**src/rtl/ncl_ram.sv**
```systemverilog
// Generic simple dual-port RAM: one write port, one registered read port.
// No dependencies.
module ncl_ram #(
  parameter int Width = 8,
  parameter int Depth = 16
) (
  input  logic                     clk_i,
  input  logic                     we_i,
  input  logic [$clog2(Depth)-1:0] waddr_i,
  input  logic [Width-1:0]         wdata_i,
  input  logic [$clog2(Depth)-1:0] raddr_i,
  output logic [Width-1:0]         rdata_o
);

  logic [Width-1:0] mem_q [Depth];

  always_ff @(posedge clk_i) begin
    if (we_i) begin
      mem_q[waddr_i] <= wdata_i;
    end
    rdata_o <= mem_q[raddr_i];
  end

endmodule

```
**config.mk**
```make
export PLATFORM = sky130hd
export DESIGN_NAME = ncl_ram
export DESIGN_NICKNAME = d
export VERILOG_FILES = /design/src/rtl/ncl_ram.sv
export SDC_FILE = /design/constraint.sdc
export NUM_CORES = 1
export LEC_CHECK = 0
export ABC_AREA = 1
export BUFFER_PORTS_ARGS = -buffer_cell sky130_fd_sc_hd__buf_2
export CAP_MARGIN = 15
export CORE_MARGIN = 3
export CORE_UTILIZATION = 45
export DETAILED_ROUTE_END_ITERATION = 16
export HOLD_SLACK_MARGIN = 0.03
export SLEW_MARGIN = 0
export SYNTH_ARGS = -nofsm -noshare
export SYNTH_HDL_FRONTEND = slang
export SYNTH_SLANG_ARGS = --single-unit
```
**constraint.sdc**
```tcl
create_clock -name clk_i -period 1.35 [get_ports clk_i]
set_input_delay 0.0675 -clock clk_i [delete_from_list [all_inputs] [get_ports clk_i]]
set_output_delay 0.0675 -clock clk_i [all_outputs]
set_load 0.02 [all_outputs]
```
== Word-level counts from Yosys, hierarchy flattened ==
Memories as Yosys holds them, arrays and structs flattened. A register that Yosys moved wholly into a read port is not among the register bits.
Index checks and enable logic that the tools add are counted.
Storage, ports and cells
  register bits: 0
  RAM bits: 128
  output and inout port bits: 8
  memories kept: 1
Memory list
  mem_q: depth 16, width 8, rd ports 1, clocked after Yosys merged registers in 1, wr ports 1, line 15  | logic [Width-1:0] mem_q [Depth];
Cells by class
  mux-type cells: 2
Operator list (number)
  $mux 1: 2

== Depth between registers and ports, before layout ==
  depth in word-level cells: 2
  gate-level depth with buffers: 8

== Worst setup path after synthesis ==
No wires, ideal clock.
  kind: input port to flip-flop
  start: in waddr_i[2]
  end: mem mem_q[10][0], enable pin
  library setup time: 0.370 ns
  arrival: 0.648 ns
  setup slack: 0.332 ns
  cell stages on the path: 2
  buffers on the path: 0
  cells stage by stage: nand3b_1 -> nor2_1
RTL lines
  start, declared: line 9  | input logic [$clog2(Depth)-1:0] waddr_i,
  end, declared: line 15
No word-level cell before the write port.

== Final worst setup path ==
  start: reg rdata_o[4] (read register of mem_q)
  end: out rdata_o[4]
RTL lines
  start, declared: line 12  | output logic [Width-1:0] rdata_o
No word-level cell between the ends.

==> flow_summary.ini <==
[status]
outcome = finished clean

[final_layout]
utilization_pct = 55.1
syn2layout_area_growth_pct = 17.1
drive_gt1_share_pct = 13.2
nets = 618
diodes = 0
mostFrequentLayoutCells = nand2_1 (173), edfxtp_1 (128), inv_1 (100), nand3_1 (97), buf_2 (25)
layout_commonest_cell = nand2_1

[worst_setup_path]
slowest_delay_ns = 0.39
start_kind = register
timing.critical_path.buf_inv = 1
r2r_cells = 6
worstPathArrival_ns = 0.99
crit_slowest_cell = dfxtp_1
reg2reg_slack_ns = 0.33
rr_endpoint = rdata_o[6]
critical_path.top_delay_family = flip-flops
crit_path_end_kind = output pin
crit_type = reg2out
cp_max_fo = 1
worst_ep_required_time_ns = 1.28
path_cells = buf_2
r2r-start = mem_q[1][6]

[power_and_ir_drop]
p_leak_nw = 2.96
cellPowerDensity_nw_per_um2 = 1410
ir_drop_mv = 0.853

[clock_tree]
clk_latency_ns = 0.42
path_clk_slew_ns = 0.06
clock_sinks = 136
clockBufferDepth = 2
postCtsSetupBuffers = 0
root_buffer = clkbuf_16
numCtsBuffers = 17
hold_buffers = 1
cts_tree = yes
htreeDepth = 4
cts-resized-gates = 0

[drt]
post_drt_wl_per_cell_microns = 16.7
drc_errors = 0
route.vias.total = 3845
dr.pass1.iters = 5
via_per_inst = 4.92
routed_wl_mm = 13.0
ant_nets = 0
drt_iter0_markers = 276

[synth]
synth_compound_area_share_pct = 0
syn-cell-area_sq_um = 5770
syn_area_per_cell_sq_um = 10.5
synth-seq-cells = 136
yosysTopAreaCell = edfxtp_1
ys_seq_area_share_pct = 69.4
synth_fa_ha_area_share_pct = 0
yosys_warnings = 0
synth_top_cell_area_share_pct = 66.7
postSynthCellCount = 551
ys_types = 12
muxShareOfSynthArea_pct = 0
synthXorXnorAreaFrac_pct = 0
synth_fp_nets = 569
synth-simple-area-share_pct = 21.0
synth_top_family_by_area = simple AND/OR/NAND/NOR gates
synth_area_leaders = edfxtp_1 (67%), nand2_1 (11%), nand3_1 (8.4%), inv_1 (6.5%), dfxtp_1 (2.8%)

[sta]
period_needed_ns = 1.06
fin_ws_ns = 0.289
rsz0062_at_grt = no
drv_slew = 0
worstMarginPinSlew_ns = 0.382
final.setup.tns_ns = 0
fin_crit_sh_pct = 78.6
timing.slew.headroom_pct = 74.6
finClkSkew_ns = 0.00778
finalSetupViolCount = 0
hold_viol_final = 0
fmax_mhz = 943

[placement]
place.gp.congestion = 0.885
dp_slack_ns = 0.188
portBuffers = 25
place_hpwl_mm = 8.33

[grt]
met2_usage_pct = 30.9
grt_pass1_wl_mm = 20.4
grt_use_met1_pct = 25.6
grt.busiest_layer = met2
overflow = 0
grt_pass1_vias = 3777
use_met3_pct = 5.51
grtUsageTotal_pct = 19.5
antenna_found_initial = 0
grt_max_degree = 33

[hold_path]
hold_path_end = mem_q[11][1]
hp-class = in2reg
whs_path_depth = 1
min_from = wdata_i[1]

[die]
fp.dieH_microns = 119
fp.dieArea_sq_um = 14200
start_util_pct = 47.0
io_pins = 26
coreArea_sq_um = 12300
rows = 40
die_x_microns = 119

[run]
maxCapViolations = 0
## metal layers
layer | vias to the layer above | share of wire (%)
li1 | 1871 | -
met4 | 0 | 1.8
met1 | 1861 | 45
met2 | 97 | 49
met3 | 16 | 4.7
met5 | - | 0
## registers in the layout, summed over array words and instances, names as in the netlist
| register | cells |
|---|---|
| mem_q | 128 |
| rdata_o | 8 |
## through the flow
step           cell area, sq um  hold slack (ns)  total power, mW  std cells
2_1_floorplan              5770            0.166             5.20        551
3_3_place_gp               6210            0.429             5.47        748
3_5_place_dp               6210            0.431             5.47        748
4_1_cts                    6760           0.0665             9.63        781
5_1_grt                    6760           0.0740             9.87        781
6_report                   6760           0.0783             9.54        781
## cell usage after synthesis
master    count
inv_2         2
edfxtp_1    128
dfxtp_1       8
nor2_1       17
nand3b_1      2
inv_1       100
buf_4         4
nand3_1      97
nand2_1     173
buf_2        13
buf_1         1
buf_6         6
## final cells by class
type / count / area (sq um)
Inverter: 102 / 383
Multi-Input combinational cell: 289 / 1210
Fill cell: 1072 / 5510
Clock inverter: 4 / 20.0
Clock buffer: 28 / 517
Tap cell: 168 / 210
Timing Repair Buffer: 54 / 408
Sequential cell: 136 / 4000
## cell families (layout without fill, tap and decap cells)
family	after synthesis	after routing
flops	136	136
buf+inv	126	188
simple gates	289	289
## power breakdown
part | total, mW | switching [mW] | internal, mW
Sequential | 4.75 | 0.0278 | 4.72
Combinational | 0.633 | 0.437 | 0.197
Clock | 4.15 | 1.57 | 2.58
## how the worst max path moves through the flow
stage | from | endpoint | depth (start not counted)
after floorplan | waddr_i[2] | mem_q[10][0] | 2
after global placement | raddr_i[0] | rdata_o[2] | 7
after detailed placement | raddr_i[0] | rdata_o[2] | 7
after CTS | rdata_o[4] | rdata_o[4] | 1
after global routing | mem_q[2][2] | rdata_o[2] | 6
final | rdata_o[4] | rdata_o[4] | 1
Power figures use the tool's default switching activity.
