--- config.mk ---
export PLATFORM = sky130hd
export DESIGN_NAME = ncl_div
export DESIGN_NICKNAME = d
export VERILOG_FILES = /design/src/rtl/ncl_pkg.sv /design/src/rtl/ncl_div.sv
export SDC_FILE = /design/constraint.sdc
export NUM_CORES = 1
export LEC_CHECK = 0
export BUFFER_PORTS_ARGS = -buffer_cell sky130_fd_sc_hd__buf_4
export CAP_MARGIN = 10
export CELL_PAD_IN_SITES_DETAIL_PLACEMENT = 0
export CELL_PAD_IN_SITES_GLOBAL_PLACEMENT = 1
export CORE_AREA = 2 2 147 149
export CTS_CLUSTER_SIZE = 20
export DETAILED_ROUTE_END_ITERATION = 6
export DIE_AREA = 0 0 149 151
export PLACE_DENSITY_LB_ADDON = 0.1
export RECOVER_POWER = 100
export SLEW_MARGIN = 20
export SYNTH_ARGS = -nofsm -noshare
export SYNTH_HDL_FRONTEND = slang
export SYNTH_SLANG_ARGS = --single-unit
--- constraint.sdc ---
create_clock -name clk_i -period 4.3 [get_ports clk_i]
set_input_delay 0.86 -clock clk_i [delete_from_list [all_inputs] [get_ports clk_i]]
set_output_delay 0.86 -clock clk_i [all_outputs]
set_load 0.02 [all_outputs]
--- src/rtl/ncl_pkg.sv ---
// Shared types and constants for the online nearest-centroid learner.
// No dependencies; ncl_div and the top level import this package, ncl_ram does not.
package ncl_pkg;

  localparam int VecLen    = 64;
  localparam int VecAw     = 6;
  localparam int IssW      = VecAw + 1;
  localparam int MaxStored = 256;
  localparam int SlotAw    = 8;
  localparam int CntW      = SlotAw + 1;
  localparam int CentDepth = VecLen * MaxStored;
  localparam int CentAw    = VecAw + SlotAw;
  localparam int FeatW     = 15;
  localparam int KindW     = 3;
  localparam int SupW      = 32;
  localparam int ConfW     = 10;
  localparam int ScoreW    = 10;
  localparam int SqW       = 2 * (FeatW);
  localparam int SumW      = 36;
  localparam int RootW     = SumW / 2;
  localparam int RemW      = RootW + 3;
  localparam int SqcW      = 5;
  localparam int ProdW     = 16 + ScoreW;
  localparam int AccW      = 48;
  localparam int DivW      = AccW - 1;
  localparam int DvsW      = SupW + 1;
  localparam int DivCntW   = 6;

  localparam logic [ScoreW-1:0] ScoreMax = 10'd1000;
  localparam logic [ConfW-1:0]  ConfNew  = 10'd500;
  localparam logic [ConfW-1:0]  ConfStep = 10'd10;
  localparam logic [ConfW-1:0]  ConfMax  = 10'd1000;
  localparam logic [ScoreW-1:0] ThrReset = 10'd800;

  typedef enum logic [1:0] {
    ST_MATCH = 2'd0,
    ST_NEW   = 2'd1,
    ST_FULL  = 2'd2
  } status_e;

  typedef struct packed {
    logic signed [FeatW-1:0] feature_value;
    logic [KindW-1:0]        pattern_kind;
    logic                    last_element;
  } in_item_t;

  typedef struct packed {
    logic [1:0]        result_status;
    logic [CntW-1:0]   pattern_number;
    logic [ScoreW-1:0] match_score;
    logic [ConfW-1:0]  pattern_confidence;
    logic [SupW-1:0]   pattern_support;
  } out_item_t;

  typedef struct packed {
    logic [KindW-1:0] kind;
    logic [SupW-1:0]  support;
    logic [ConfW-1:0] conf;
  } meta_t;

  typedef enum logic [3:0] {
    S_IDLE,
    S_SCAN,
    S_META,
    S_STREAM,
    S_SQRT,
    S_SCORE,
    S_CMP,
    S_DECIDE,
    S_MRD,
    S_MMUL,
    S_MSTART,
    S_MWAIT,
    S_MFIN,
    S_COPY,
    S_OUT
  } state_e;

endpackage

--- src/rtl/ncl_div.sv ---
// Restoring unsigned divider, one quotient bit per cycle.
// Depends on ncl_pkg for operand widths.
module ncl_div (
  input  logic                       clk_i,
  input  logic                       rst_ni,
  input  logic                       start_i,
  input  logic [ncl_pkg::DivW-1:0]   dividend_i,
  input  logic [ncl_pkg::DvsW-1:0]   divisor_i,
  output logic                       done_o,
  output logic [ncl_pkg::DivW-1:0]   quot_o
);
  import ncl_pkg::*;

  logic               busy_q, done_q;
  logic [DivCntW-1:0] cnt_q;
  logic [DvsW:0]      rem_q;
  logic [DivW-1:0]    quo_q;
  logic [DvsW-1:0]    dvs_q;
  logic [DvsW:0]      rem_sh;
  logic [DvsW:0]      rem_sub;
  logic               take;

  // trial subtraction for the current bit
  always_comb begin
    rem_sh  = {rem_q[DvsW-1:0], quo_q[DivW-1]};
    take    = (rem_sh >= {1'b0, dvs_q});
    rem_sub = rem_sh - {1'b0, dvs_q};
  end

  // control
  always_ff @(posedge clk_i or negedge rst_ni) begin
    if (!rst_ni) begin
      busy_q <= 1'b0;
      done_q <= 1'b0;
      cnt_q  <= '0;
    end else begin
      done_q <= 1'b0;
      if (start_i) begin
        busy_q <= 1'b1;
        cnt_q  <= '0;
      end else if (busy_q) begin
        cnt_q <= cnt_q + 1'b1;
        if (cnt_q == DivCntW'(DivW - 1)) begin
          busy_q <= 1'b0;
          done_q <= 1'b1;
        end
      end
    end
  end

  // datapath
  always_ff @(posedge clk_i) begin
    if (start_i) begin
      rem_q <= '0;
      quo_q <= dividend_i;
      dvs_q <= divisor_i;
    end else if (busy_q) begin
      rem_q <= take ? rem_sub : rem_sh;
      quo_q <= {quo_q[DivW-2:0], take};
    end
  end

  assign done_o = done_q;
  assign quot_o = quo_q;

endmodule

Word-level counts from Yosys, hierarchy flattened
Index checks and enable logic that the tools add are counted.
Widths: inputs -> output; s select.

word-level totals
  register bits = 121
  bits of input ports = 83
  output and inout port bits = 48
  logic and storage cells = 22

cells by class
  $add $sub $neg = 2
  magnitude comparators = 1
  equality and inequality tests = 1
  multiplexer cells = 11
  reduce and logical (&&, ||, !) cells = 1

operators by type and width
  kind                 number
  $mux 47              2
  $ge 34x33->1         1
  $mux 33              1
  $sub 33x33->33       1
  $mux 6               2
  $add 6x1->6 const B  1
  $eq 6x6->1 const B   1
  $mux 1               6
  $reduce_bool 2->1    1

Longest topological paths before layout
Gate-level depths: netlist of run 1.

  word-level depth = 4
  depth in mapped cells = 14
  gate-level depth less buffers = 12

Least setup slack after synthesis of run 1
Ideal clock, no wire load.

  path type = flip-flop to flip-flop
  from = register quo_q[46] (netlist: quot_o[46])
  to = register quo_q[0] (netlist: quot_o[0]), data pin
  library setup time = 271 ps
  arrival time = 2848 ps
  data required time = 4029 ps
  slack = 1180 ps
  cell stages (with the launch flop) = 14
  buffers on the path = 2
  period minus slack after synthesis = 3120 ps
  cell sequence = edfxtp_1 > inv_1 > ha_1 > inv_1 > fa_1 > a21o_1 > a221oi_2 > o2111a_2 > nor4_4 > nor4b_2 > o21a_2 > buf_6 > buf_2 > mux2i_1

between the ends
  longest elaborated chain between the ends = 3

RTL lines
  item                      RTL line       source
  start: declaration        ncl_div.sv:17  logic [DivW-1:0] quo_q;
  start signal: assignment  ncl_div.sv:55  quo_q <= dividend_i;
  start signal: assignment  ncl_div.sv:59  quo_q <= {quo_q[DivW-2:0], take};
  $ge 34x33->1              ncl_div.sv:26  take = (rem_sh >= {1'b0, dvs_q});
  $mux 47                   ncl_div.sv:57  end else if (busy_q) begin
  $mux 47                   ncl_div.sv:53  if (start_i) begin

Every way passes these cells. The select of a mux whose other input is x is not followed.
A chain may end at the register's enable or synchronous reset.

Final worst setup path of run 1
  from = register quo_q[46] (netlist: quot_o[46])
  to = register rem_q[6]

between the ends
  longest elaborated chain between the ends = 2

RTL lines
  item                                            RTL line                      source
  $sub 33x33->33 or $ge 34x33->1 (tied branches)  ncl_div.sv:27, ncl_div.sv:26
  $mux 33 (*)                                     ncl_div.sv:58                 rem_q <= take ? rem_sub : rem_sh;
  end signal: assignment                          ncl_div.sv:58
  end: declaration                                ncl_div.sv:16                 logic [DvsW:0] rem_q;

Every way passes the cells marked *; elsewhere a longest branch is shown, timed or not.

==> impl_metrics.csv, run 1 <==
group,metric,value,unit
yosys,synth_area_per_cell,10.9,um2
timing,timing.final.ws_setup,0.492,ns
yosys,synthesis.area,6780,um2
critical_path,cp_num_buf_inv,3,
global_route,grt_start_max_net_pins,48,
clock_network,root_buffer,"clkbuf_16",
pwr,worst_supply_voltage_drop_on_vdd,0.000246,V
detailed_routing,route.final.wire_length,17800,um
critical_path,arrival,4.00,ns
pwr,power.internal,0.00301,W
pwr,power_switching_share,36.9,%
yosys,post_synth_main_area_contributors,"edfxtp_1 35%, dfxtp_1 9.7%, mux2_2 7.6%, ha_1 6.5%, dfrtp_1 3.0%",
yosys,mappedNetlistNets,742,
yosys,synthXorXnorAreaFrac,4.01,%
yosys,synth-main-ff-cell,"edfxtp_1",
final_layout,stdcell_count,1045,
detailed_routing,route.detailed.drc,0,
placed_design,gp_routability_congestion,0.845,
detailed_routing,antenna_left,0,
floorplanning,die_w,149,um
timing,clock_skew,0.0126,ns
critical_path,crit_path_cell_trace,"inv_1 > ha_1 > inv_1 > fa_1 > a21o_1 > a221oi_2 > o2111a_1 > nor4_1 > nor4b_1 > o21a_2 > buf_4 > mux2i_1 > a211oi_1",
critical_path,timing.critical_path.to_type,"flop",
yosys,largest_family_of_logic_cells_by_synthesized_area,"compound AO/OA/AOI/OAI gates",
floorplanning,ios,131,
timing,setup_repair_after_global_routing_missed_its_margin,"false",
global_route,grt_pass1_vias,5404,
pwr,p_total,0.00476,W
yosys,ys_seq_elements,121,
timing,worst_slew_margin_rel,-48.3,%
timing,layout_worst_path_cycle_share,88.6,%
yosys,post_synth_inst_count,623,
timing,timing.setup.tns,0,ns
clock_network,post_cts_repair_resize_count,0,
critical_path,critical_path_required,4.49,ns
critical_path,timing.setup.critical_path_class,"reg2reg",
clock_network,worst_skew_pair.late_latency,0.43,ns
yosys,synth_adder_area_share,6.76,%
floorplanning,chipHeight,151,um
yosys,synth_simple_gate_area_share,11.4,%
placed_design,dp_worst_setup_slack,0.717,ns
pwr,power.switching,0.00176,W
run_status,status,"complete, but fails checks",
detailed_routing,drt-vias-per-instance,5.10,
final_layout,layout.nets,876,
yosys,ys_seq_area_share,48.2,%
pwr,sequentialPowerShare,33.4,%
floorplanning,placementRows,53,
global_route,grt_pass1_wl,28500,um
placed_design,dp_hpwl,12800,um
final_layout,n_antenna_cell,0,
detailed_routing,drt_pass1_iterations,5,
global_route,global_route.usage.total,16.4,%
timing,fmax,0.263,GHz
yosys,netlist.area_leader.share,35.5,%
hold_path,hold_path.class,"in2async",
clock_network,cts_tree,"built",
clock_network,htree_num_levels,4,
pwr,clock_power_share,30.2,%
final_layout,syn2layout_area_growth,24.1,%
yosys,synthMostInstantiatedCell,"edfxtp_1",
yosys,synthDistinctLibCells,66,
yosys,synth_enable_flop_cells,80,
final_layout,n_fill_cell,2081,
critical_path,cp_top_family,"compound AO/OA/AOI/OAI gates",
global_route,antenna_found_initial,0,
job,max_cap_viol_count,2,
critical_path,critical_path.max_fanout,16,
pwr,leakagePower,3.55,nW
yosys,share_of_flip_flops_with_an_asynchronous_set_or_reset_after_synthesis,6.61,%
placed_design,placed_cells_incl_taps,1013,
timing,worst-slew-pin-transition,2.23,ns
pwr,power.density_cell_area,567,nW/um2
yosys,ys_warn_count,0,
critical_path,startpoint_type,"flop",
clock_network,cts-buffers-inserted,17,
yosys,fraction_of_the_mapped_netlist_area_in_compound_gates,14.8,%
clock_network,cts_stage_hold_buffer_count,0,
floorplanning,design.core.area,20800,um2
timing,fin_crit,3.81,ns
floorplanning,total_die_area,22500,um2
critical_path,cp_common_cell,"inv_1",
critical_path,cpPeakStageDelay,0.49,ns
detailed_routing,starting_drc_count_in_detailed_routing,255,
timing,timing.final.hold_violations,0,
clock_network,cts.sink_count,121,
final_layout,post_route_cells_drive_above_1_share,23.0,%
timing,timing_max_transition_violations_final,87,
placed_design,numPortBuffers,130,
timing,setup_viol,0,
global_route,gr-total-overflow,0,
clock_network,clk_path_buf_depth,2,
critical_path,worst_path_max_delay_cell,"o21a_2",
critical_path,r2r-start,"quot_o[46]",
yosys,synthTopCellsByCount,"80 x edfxtp_1, 51 x nor2_1, 46 x inv_1, 46 x mux2_2, 41 x nand2_1",
floorplanning,floorplan.initialDensity,32.5,%
pwr,pwr-share-comb,36.3,%
clock_network,postCtsSetupRepairBufs,0,
clock_network,clkSlewWorstSetupHoldPaths,0.06,ns
yosys,synthMuxAreaShare,10.6,%
run_status,violations,"capacitance limit, slew limit",
detailed_routing,dr_total_vias,5328,
yosys,netlist.top_cell.by_area,"edfxtp_1",
detailed_routing,wl_per_cell,17.0,um
critical_path,setup.worst_path.start,"quot_o[46]",
power groups by stage:
stage	Sequential (W)	Combinational [W]	Clock [W]
6_report	0.00159	0.00173	0.00144
5_1_grt	0.00162	0.00193	0.00152
3_5_place_dp	0.00161	0.00181	0
2_1_floorplan	0.00165	0.00129	0
4_1_cts	0.00160	0.00182	0.00148
3_3_place_gp	0.00161	0.00180	0
logic make-up (layout without fill, tap and decap cells):
| kind of cell | Yosys count | after routing |
|---|---|---|
| AO/OA/AOI/OAI | 142 | 142 |
| adder cells (fa/ha/maj) | 36 | 36 |
| buffers and inverters | 69 | 216 |
| AND/OR/NAND/NOR | 158 | 158 |
| flip-flops | 121 | 121 |
| XOR/XNOR | 31 | 31 |
| multiplexers | 66 | 66 |
state kept, by name (all words and copies together) (netlist names):
signal and cells:
busy_q 1, cnt_q 6, dvs_q 33, quot_o 47, rem_q 33, done_o 1
worst paths after layout:
| kind | depth (start not counted) | endpoint | slack [ns] |
|---|---|---|---|
| min reg2reg | 2 | rem_q[2] | 0.47 |
| max in group asynchronous | 1 | cnt_q[1] | 3.64 |
| max | 13 | rem_q[6] | 0.49 |
| min in group clk_i | 2 | rem_q[2] | 0.47 |
| max reg2reg | 13 | rem_q[6] | 0.49 |
| min | 1 | cnt_q[0] | 0.35 |
routing by layer:
layer | vias up | wire [um] | GRT usage (%)
met5 | - | 0 | 0
met4 | 0 | 305 | 5.29
met3 | 23 | 903 | 4.97
met2 | 132 | 8510 | 27.1
met1 | 2585 | 8050 | 20.5
li1 | 2588 | - | -
metrics by stage:
stage,hold slack (ns),util [%],area [um2]
floorplan,0.445,-,6780
global placement,0.456,38.6,8050
detailed placement,0.464,38.6,8050
CTS,0.228,41.4,8630
global route,0.383,40.4,8410
finish,0.353,40.4,8410
worst reg2reg max path: stages, from the launching register on:
cell      delay, ns
edfxtp_1       0.42
inv_1          0.08
ha_1           0.16
inv_1          0.05
fa_1           0.41
a21o_1         0.22
a221oi_2       0.41
o2111a_1       0.25
nor4_1         0.11
nor4b_1        0.41
o21a_2         0.49
buf_4          0.28
mux2i_1        0.19
a211oi_1       0.09
placed cells by master, fill, tap and decap left out, drive strengths merged, types with 26 or more instances in the layout:
cell type	n
nor2	51
mux2	46
a21oi	27
nand2	43
dfxtp	33
ha	35
edfxtp	80
buf	52
inv	56
o21ai	26
clkbuf	103
final cells by class:
| type | instances | area, um2 | share of cell area, % |
|---|---|---|---|
| inverters | 46 | 173 | 2.05 |
| multi-input cells | 433 | 3200 | 38.0 |
| flip-flops and latches | 121 | 3260 | 38.8 |
| clock inverters | 15 | 156 | 1.86 |
| repair buffers | 138 | 852 | 10.1 |
| clock buffers | 17 | 425 | 5.06 |
| well taps | 275 | 344 | 4.09 |
Note: power is estimated with default switching activity, not from simulation.
==> run 2: changes to the inputs <==
--- a/config.mk
+++ b/config.mk
@@ -5,14 +5,15 @@
 export SDC_FILE = /design/constraint.sdc
 export NUM_CORES = 1
 export LEC_CHECK = 0
+export ABC_AREA = 1
 export BUFFER_PORTS_ARGS = -buffer_cell sky130_fd_sc_hd__buf_4
 export CAP_MARGIN = 10
 export CELL_PAD_IN_SITES_DETAIL_PLACEMENT = 0
 export CELL_PAD_IN_SITES_GLOBAL_PLACEMENT = 1
-export CORE_AREA = 2 2 147 149
+export CORE_AREA = 2 2 157 159
 export CTS_CLUSTER_SIZE = 20
 export DETAILED_ROUTE_END_ITERATION = 6
-export DIE_AREA = 0 0 149 151
+export DIE_AREA = 0 0 159 161
 export PLACE_DENSITY_LB_ADDON = 0.1
 export RECOVER_POWER = 100
 export SLEW_MARGIN = 20
==> run 2 against run 1 <==
- the flow still finishes with violations (capacitance limit, slew limit)
- wire length up 22%
- die area increased by 14%
- register-to-register slack better by 1.0 ns
==> impl_metrics.csv, run 2 <==
group,metric,value,unit
timing,worst-slew-pin-transition,1.62,ns
timing,timing_max_transition_violations_final,55,
pwr,leakagePower,4.89,nW
yosys,synth-main-ff-cell,"edfxtp_1",
floorplanning,placementRows,57,
timing,fin_crit,2.96,ns
critical_path,r2r-end,"rem_q[15]",
final_layout,largest_register_ffs,47,
timing,clock_skew,0.0125,ns
critical_path,rrSetupSlack,1.53,ns
critical_path,crit_path_end,"quot_o[0]",
yosys,synthTopCellsByCount,"465 x nand2_1, 180 x inv_1, 86 x nand3_1",
placed_design,dp_worst_setup_slack,1.35,ns
placed_design,numPortBuffers,130,
final_layout,post_route_cells_drive_above_1_share,12.0,%
run_status,violations,"capacitance limit, slew limit",
yosys,ys_seq_area_share,41.9,%
yosys,synthDistinctLibCells,39,
timing,worst_slew_margin_rel,-8.27,%
placed_design,dp_hpwl,15700,um
yosys,netlist.area_leader.share,30.8,%
clock_network,cts-buffers-inserted,17,
floorplanning,design.core.area,24000,um2
pwr,power.density_cell_area,602,nW/um2
run_status,status,"complete, but fails checks",
yosys,post_synth_main_area_contributors,"edfxtp_1 31%, nand2_1 22%, inv_1 8.7%, dfxtp_1 8.5%, ha_1 5.6%",
yosys,ys_seq_elements,121,
timing,timing.final.hold_violations,0,
critical_path,critical_path.max_fanout,83,
critical_path,startpoint_type,"input port",
detailed_routing,dr_total_vias,6852,
clock_network,cts.sink_count,121,
global_route,grt_pass1_vias,6841,
yosys,mappedNetlistNets,1210,
placed_design,gp_routability_congestion,0.850,
global_route,gr-total-overflow,0,
detailed_routing,route.detailed.drc,0,
detailed_routing,wl_per_cell,13.9,um
clock_network,root_buffer,"clkbuf_16",
floorplanning,floorplan.initialDensity,32.5,%
yosys,synth_area_per_cell,7.14,um2
floorplanning,total_die_area,25600,um2
critical_path,worst_path_max_delay_cell,"inv_1",
final_layout,syn2layout_area_growth,20.9,%
clock_network,worst_skew_pair.late_latency,0.43,ns
yosys,ys_warn_count,0,
clock_network,postCtsSetupRepairBufs,0,
detailed_routing,drt-vias-per-instance,4.41,
critical_path,setup.worst_path.start,"start_i",
timing,timing.final.ws_setup,1.34,ns
clock_network,clk_path_buf_depth,2,
critical_path,worst_r2r_path_depth,13,
clock_network,clkSlewWorstSetupHoldPaths,0.06,ns
yosys,synth_enable_flop_cells,80,
global_route,grt_pass1_wl,35600,um
final_layout,n_antenna_cell,0,
yosys,post_synth_inst_count,1091,
timing,setup_repair_after_global_routing_missed_its_margin,"false",
critical_path,critical_path_required,4.42,ns
critical_path,crit_path_cell_trace,"buf_4 > inv_1 > nor2_1 > a31oi_1",
critical_path,cpPeakStageDelay,1.04,ns
yosys,share_of_flip_flops_with_an_asynchronous_set_or_reset_after_synthesis,6.61,%
critical_path,timing.setup.critical_path_class,"in2reg",
final_layout,layout.nets,1335,
yosys,netlist.top_cell.by_area,"edfxtp_1",
global_route,grt_start_max_net_pins,84,
final_layout,n_fill_cell,2673,
pwr,worst_supply_voltage_drop_on_vdd,0.000214,V
floorplanning,chipHeight,161,um
timing,fmax,0.338,GHz
timing,setup_viol,0,
final_layout,mostFrequentLayoutCells,"467 x nand2_1, 181 x inv_1, 87 x nand3_1, 80 x edfxtp_1, 51 x clkbuf_1",
job,max_cap_viol_count,1,
yosys,synthesis.area,7790,um2
yosys,synthMostInstantiatedCell,"nand2_1",
hold_path,hold_path.class,"in2async",
global_route,antenna_found_initial,0,
detailed_routing,antenna_left,0,
timing,layout_worst_path_cycle_share,68.8,%
detailed_routing,drt_pass1_iterations,5,
clock_network,htree_num_levels,4,
floorplanning,die_w,159,um
final_layout,most_frequent_standard_cell_in_the_layout_excluding_fill_and_tap_cells,"nand2_1",
critical_path,arrival,3.08,ns
detailed_routing,starting_drc_count_in_detailed_routing,373,
clock_network,post_cts_repair_resize_count,0,
critical_path,r2r-start,"quot_o[46]",
floorplanning,ios,131,
clock_network,cts_stage_hold_buffer_count,0,
clock_network,cts_tree,"built",
global_route,global_route.usage.total,17.4,%
timing,timing.setup.tns,0,ns
timing,worst_case_hold_slack,0.342,ns
detailed_routing,route.final.wire_length,21700,um
critical_path,timing.critical_path.to_type,"flop",
-- run 2: cell count changes in the layout (fill, tap and decap cells not counted), moves of 11 or more --
cell | previous run | this run
mux2_2 | 46 | 0
nand2_1 | 41 | 467
mux2i_1 | 20 | 0
inv_1 | 45 | 181
a211oi_1 | 18 | 0
nand3_1 | 12 | 87
xor2_1 | 12 | 1
-- run 2: cells by family after synthesis --
logic type | Yosys count | synth area share [%]
AOI/OAI and AO/OA | 46 | 3.40
adders and majority gates | 36 | 5.87
xor gates and xnor gates | 15 | 1.69
and+or+nand+nor | 658 | 36.2
DFF | 121 | 41.9
buffers and inverters | 215 | 11.0
-- run 2: power by group --
part	switching, W	internal [W]	total [W]
logic	0.00171	0.000930	0.00264
registers	0.000136	0.00147	0.00160
clock network	0.000621	0.000811	0.00143
total	0.00247	0.00321	0.00568
-- run 2: critical path, delay by kind of cell --
kind                   cells  cell delay [ns]
AOI/OAI and AO/OA          1             0.07
buffers and inverters      2             1.77
and+or+nand+nor            1             0.32
-- run 2: layout make-up --
type                    instances  area, um2  share of cell area (%)
multi-input cells             755       3670                    38.9
flip-flops and latches        121       3260                    34.6
repair buffers                132        816                    8.65
inverters                     189        709                    7.52
clock buffers                  18        429                    4.55
well taps                     324        405                    4.30
clock inverters                14        139                    1.47
-- run 2: worst min path at each step --
stage	startpoint	end	slack (ns)
floorplan	rem_q[11]	rem_q[11]	0.44
global placement	rem_q[20]	rem_q[20]	0.46
detailed placement	rem_q[21]	rem_q[21]	0.46
CTS	rst_ni	cnt_q[2]	0.22
global route	rst_ni	cnt_q[4]	0.37
finish	rst_ni	cnt_q[4]	0.34
-- run 2: per-stage QoR --
stage	utilization (%)	std cells	power, W	instance area (um2)
2_1_floorplan	-	1091	0.00369	7790
3_3_place_gp	37.8	1521	0.00436	9060
3_5_place_dp	37.8	1521	0.00435	9060
4_1_cts	40.2	1553	0.00582	9630
5_1_grt	39.3	1553	0.00618	9430
6_report	39.3	1553	0.00568	9430
-- run 2: per-layer routing --
layer | global-route usage, % | vias up | share of wire (%) | wire length (um)
met4 | 4.88 | 0 | 1.1 | 233
met2 | 28.8 | 138 | 46 | 10000
met3 | 4.57 | 12 | 5.1 | 1110
met1 | 22.7 | 3071 | 48 | 10300
li1 | - | 3631 | - | -
met5 | 0 | - | 0 | 0
==> run 3: changes to the inputs <==
==> constraint.sdc (replaced) <==
create_clock -name clk_i -period 3 [get_ports clk_i]
set_input_delay 0.6 -clock clk_i [delete_from_list [all_inputs] [get_ports clk_i]]
set_output_delay 0.6 -clock clk_i [all_outputs]
set_load 0.02 [all_outputs]
==> run 3 against run 2 <==
- the run now ends clean
- global-route usage grew 0.41 points
- setup slack got worse by 0.94 ns
- critical path depth increased by 11
- clock power is 54% higher
- flip-flop and latch count is the same
- wire length increased by 1.3%
- die area unchanged
- sequential power grew 44%
- largest power group unchanged
- hold slack gained 0.020 ns
- largest cell class unchanged
- critical path type is now reg2reg
- register-to-register slack lost 1.1 ns
==> impl_metrics.csv, run 3 (synthesized netlist as in run 2, its figures left out) <==
group,metric,value,unit
global_route,grt_start_max_net_pins,55,
detailed_routing,route.detailed.drc,0,
detailed_routing,drt_pass1_iterations,7,
critical_path,cp_common_cell,"nand2_1",
floorplanning,die_w,159,um
final_layout,final_design_area_no_fill,9500,um2
clock_network,clk_path_buf_depth,2,
critical_path,cp_top_family,"simple AND/OR/NAND/NOR gates",
global_route,antenna_found_initial,0,
pwr,sequentialPowerShare,27.6,%
clock_network,postCtsSetupRepairBufs,0,
final_layout,post_route_cells_drive_above_1_share,12.6,%
timing,fin_crit,2.60,ns
critical_path,critical_path.max_fanout,21,
timing,layout_worst_path_cycle_share,86.6,%
placed_design,placed_area,9110,um2
timing,timing.setup.tns,0,ns
clock_network,cts_tree,"built",
global_route,grt_pass1_wl,36300,um
timing,worst-slew-pin-transition,1.38,ns
pwr,power.internal,0.00480,W
placed_design,dp_hpwl,16500,um
global_route,gr-total-overflow,0,
detailed_routing,route.final.wire_length,21900,um
detailed_routing,wl_per_cell,14.1,um
detailed_routing,dr_total_vias,6891,
floorplanning,design.core.area,24000,um2
timing,clock_skew,0.0145,ns
critical_path,startpoint_type,"flop",
floorplanning,ios,131,
final_layout,syn2layout_area_growth,21.9,%
clock_network,clkSlewWorstSetupHoldPaths,0.07,ns
pwr,power.density_cell_area,877,nW/um2
critical_path,arrival,2.93,ns
global_route,grt_pass1_vias,6853,
critical_path,cp_num_buf_inv,4,
final_layout,most_frequent_standard_cell_in_the_layout_excluding_fill_and_tap_cells,"nand2_1",
clock_network,htree_num_levels,4,
timing,timing.final.ws_setup,0.401,ns
run_status,status,"complete, no violations",
floorplanning,placementRows,57,
detailed_routing,drt-vias-per-instance,4.42,
final_layout,stdcell_count,1559,
final_layout,largest_register_ffs,47,
critical_path,timing.critical_path.to_type,"flop",
critical_path,worst_path_max_delay_cell,"nor2_4",
pwr,power_switching_share,42.4,%
global_route,global_route.usage.total,17.9,%
pwr,clock_power_share,26.4,%
placed_design,dp_worst_setup_slack,0.502,ns
critical_path,critical_path_required,3.33,ns
final_layout,n_antenna_cell,0,
clock_network,post_cts_repair_resize_count,0,
final_layout,final_core_utilization,39.6,%
clock_network,worst_skew_pair.late_latency,0.43,ns
clock_network,cts-buffers-inserted,17,
timing,fmax,0.385,GHz
job,max_cap_viol_count,0,
clock_network,root_buffer,"clkbuf_16",
floorplanning,total_die_area,25600,um2
placed_design,gp_routability_congestion,0.860,
placed_design,numPortBuffers,130,
final_layout,n_fill_cell,2646,
pwr,pwr-share-comb,46.0,%
timing,timing.final.hold_violations,0,
detailed_routing,antenna_left,0,
final_layout,mostFrequentLayoutCells,"465 x nand2_1, 181 x inv_1, 86 x nand3_1, 80 x edfxtp_1, 52 x buf_4",
timing,timing_max_transition_violations_final,0,
placed_design,placed_cells_incl_taps,1527,
timing,setup_viol,0,
floorplanning,chipHeight,161,um
clock_network,cts.sink_count,121,
timing,worst_slew_margin_rel,7.89,%
critical_path,timing.setup.critical_path_class,"reg2reg",
floorplanning,floorplan.initialDensity,32.5,%
timing,setup_repair_after_global_routing_missed_its_margin,"false",
critical_path,cpPeakStageDelay,0.60,ns
critical_path,crit_path_cell_trace,"inv_1 > ha_1 > nand2_2 > inv_2 > nand2_1 > nand2_1 > a21oi_4 > nor2_1 > nor2_4 > buf_4 > nand3_1 > nand2_1 > inv_1 > nand2_1 > nand2_1",
pwr,power.switching,0.00354,W
pwr,worst_supply_voltage_drop_on_vdd,0.000330,V
final_layout,layout.nets,1342,
hold_path,hold_path.class,"in2reg",
pwr,leakagePower,4.93,nW
detailed_routing,starting_drc_count_in_detailed_routing,351,
-- run 3: cell count changes in the layout (fill, tap and decap cells not counted), moves of 2 or more --
cell,before,now
clkbuf_2,0,3
buf_4,48,52
nor2_1,46,48
nand2_1,467,465
bufinv_16,1,3
clkinv_2,2,0
-- run 3: path summary, 6_finish.rpt --
| check | start | end | slack (ns) | cells past startpoint |
|---|---|---|---|---|
| max in group asynchronous | rst_ni | cnt_q[1] | 1.99 | 2 |
| setup / recovery | dvs_q[24] | rem_q[28] | 0.40 | 15 |
| min in group asynchronous | rst_ni | cnt_q[4] | 0.65 | 2 |
| setup reg to reg | dvs_q[24] | rem_q[28] | 0.40 | 15 |
| hold / removal | divisor_i[24] | dvs_q[24] | 0.36 | 1 |
| hold reg to reg | rem_q[15] | rem_q[15] | 0.47 | 2 |
-- run 3: stage by stage --
stage	total power (W)	hold slack, ns
3_5_place_dp	0.00628	0.431
4_1_cts	0.00855	0.317
5_1_grt	0.00906	0.342
6_report	0.00833	0.362
2_1_floorplan	0.00528	0.304
3_3_place_gp	0.00631	0.428
-- run 3: power groups by stage --
stage | sequential, W | clock [W] | combinational, W
finish | 0.00230 | 0.00220 | 0.00383
global route | 0.00234 | 0.00234 | 0.00438
CTS | 0.00230 | 0.00227 | 0.00397
detailed placement | 0.00233 | 0 | 0.00395
global placement | 0.00234 | 0 | 0.00397
floorplan | 0.00236 | 0 | 0.00292
-- run 3: routing by layer --
metal | wire (um) | global-route usage [%]
met4 | 309 | 5.21
met1 | 10400 | 22.8
met2 | 10100 | 29.7
met5 | 0 | 0
met3 | 1150 | 4.90
-- run 3: cell type report --
| type | count | area [um2] | share of cell area [%] |
|---|---|---|---|
| clock buffers | 17 | 425 | 4.48 |
| multi-input cells | 755 | 3660 | 38.5 |
| repair buffers | 139 | 851 | 8.96 |
| inverters | 189 | 709 | 7.47 |
| flip-flops and latches | 121 | 3260 | 34.3 |
| clock inverters | 14 | 189 | 1.99 |
| well taps | 324 | 405 | 4.27 |
-- run 3: timing repair --
item	CTS	global route
setup endpoints to repair	0	0
hold buffers	1	0
endpoints found under the hold margin	8	0
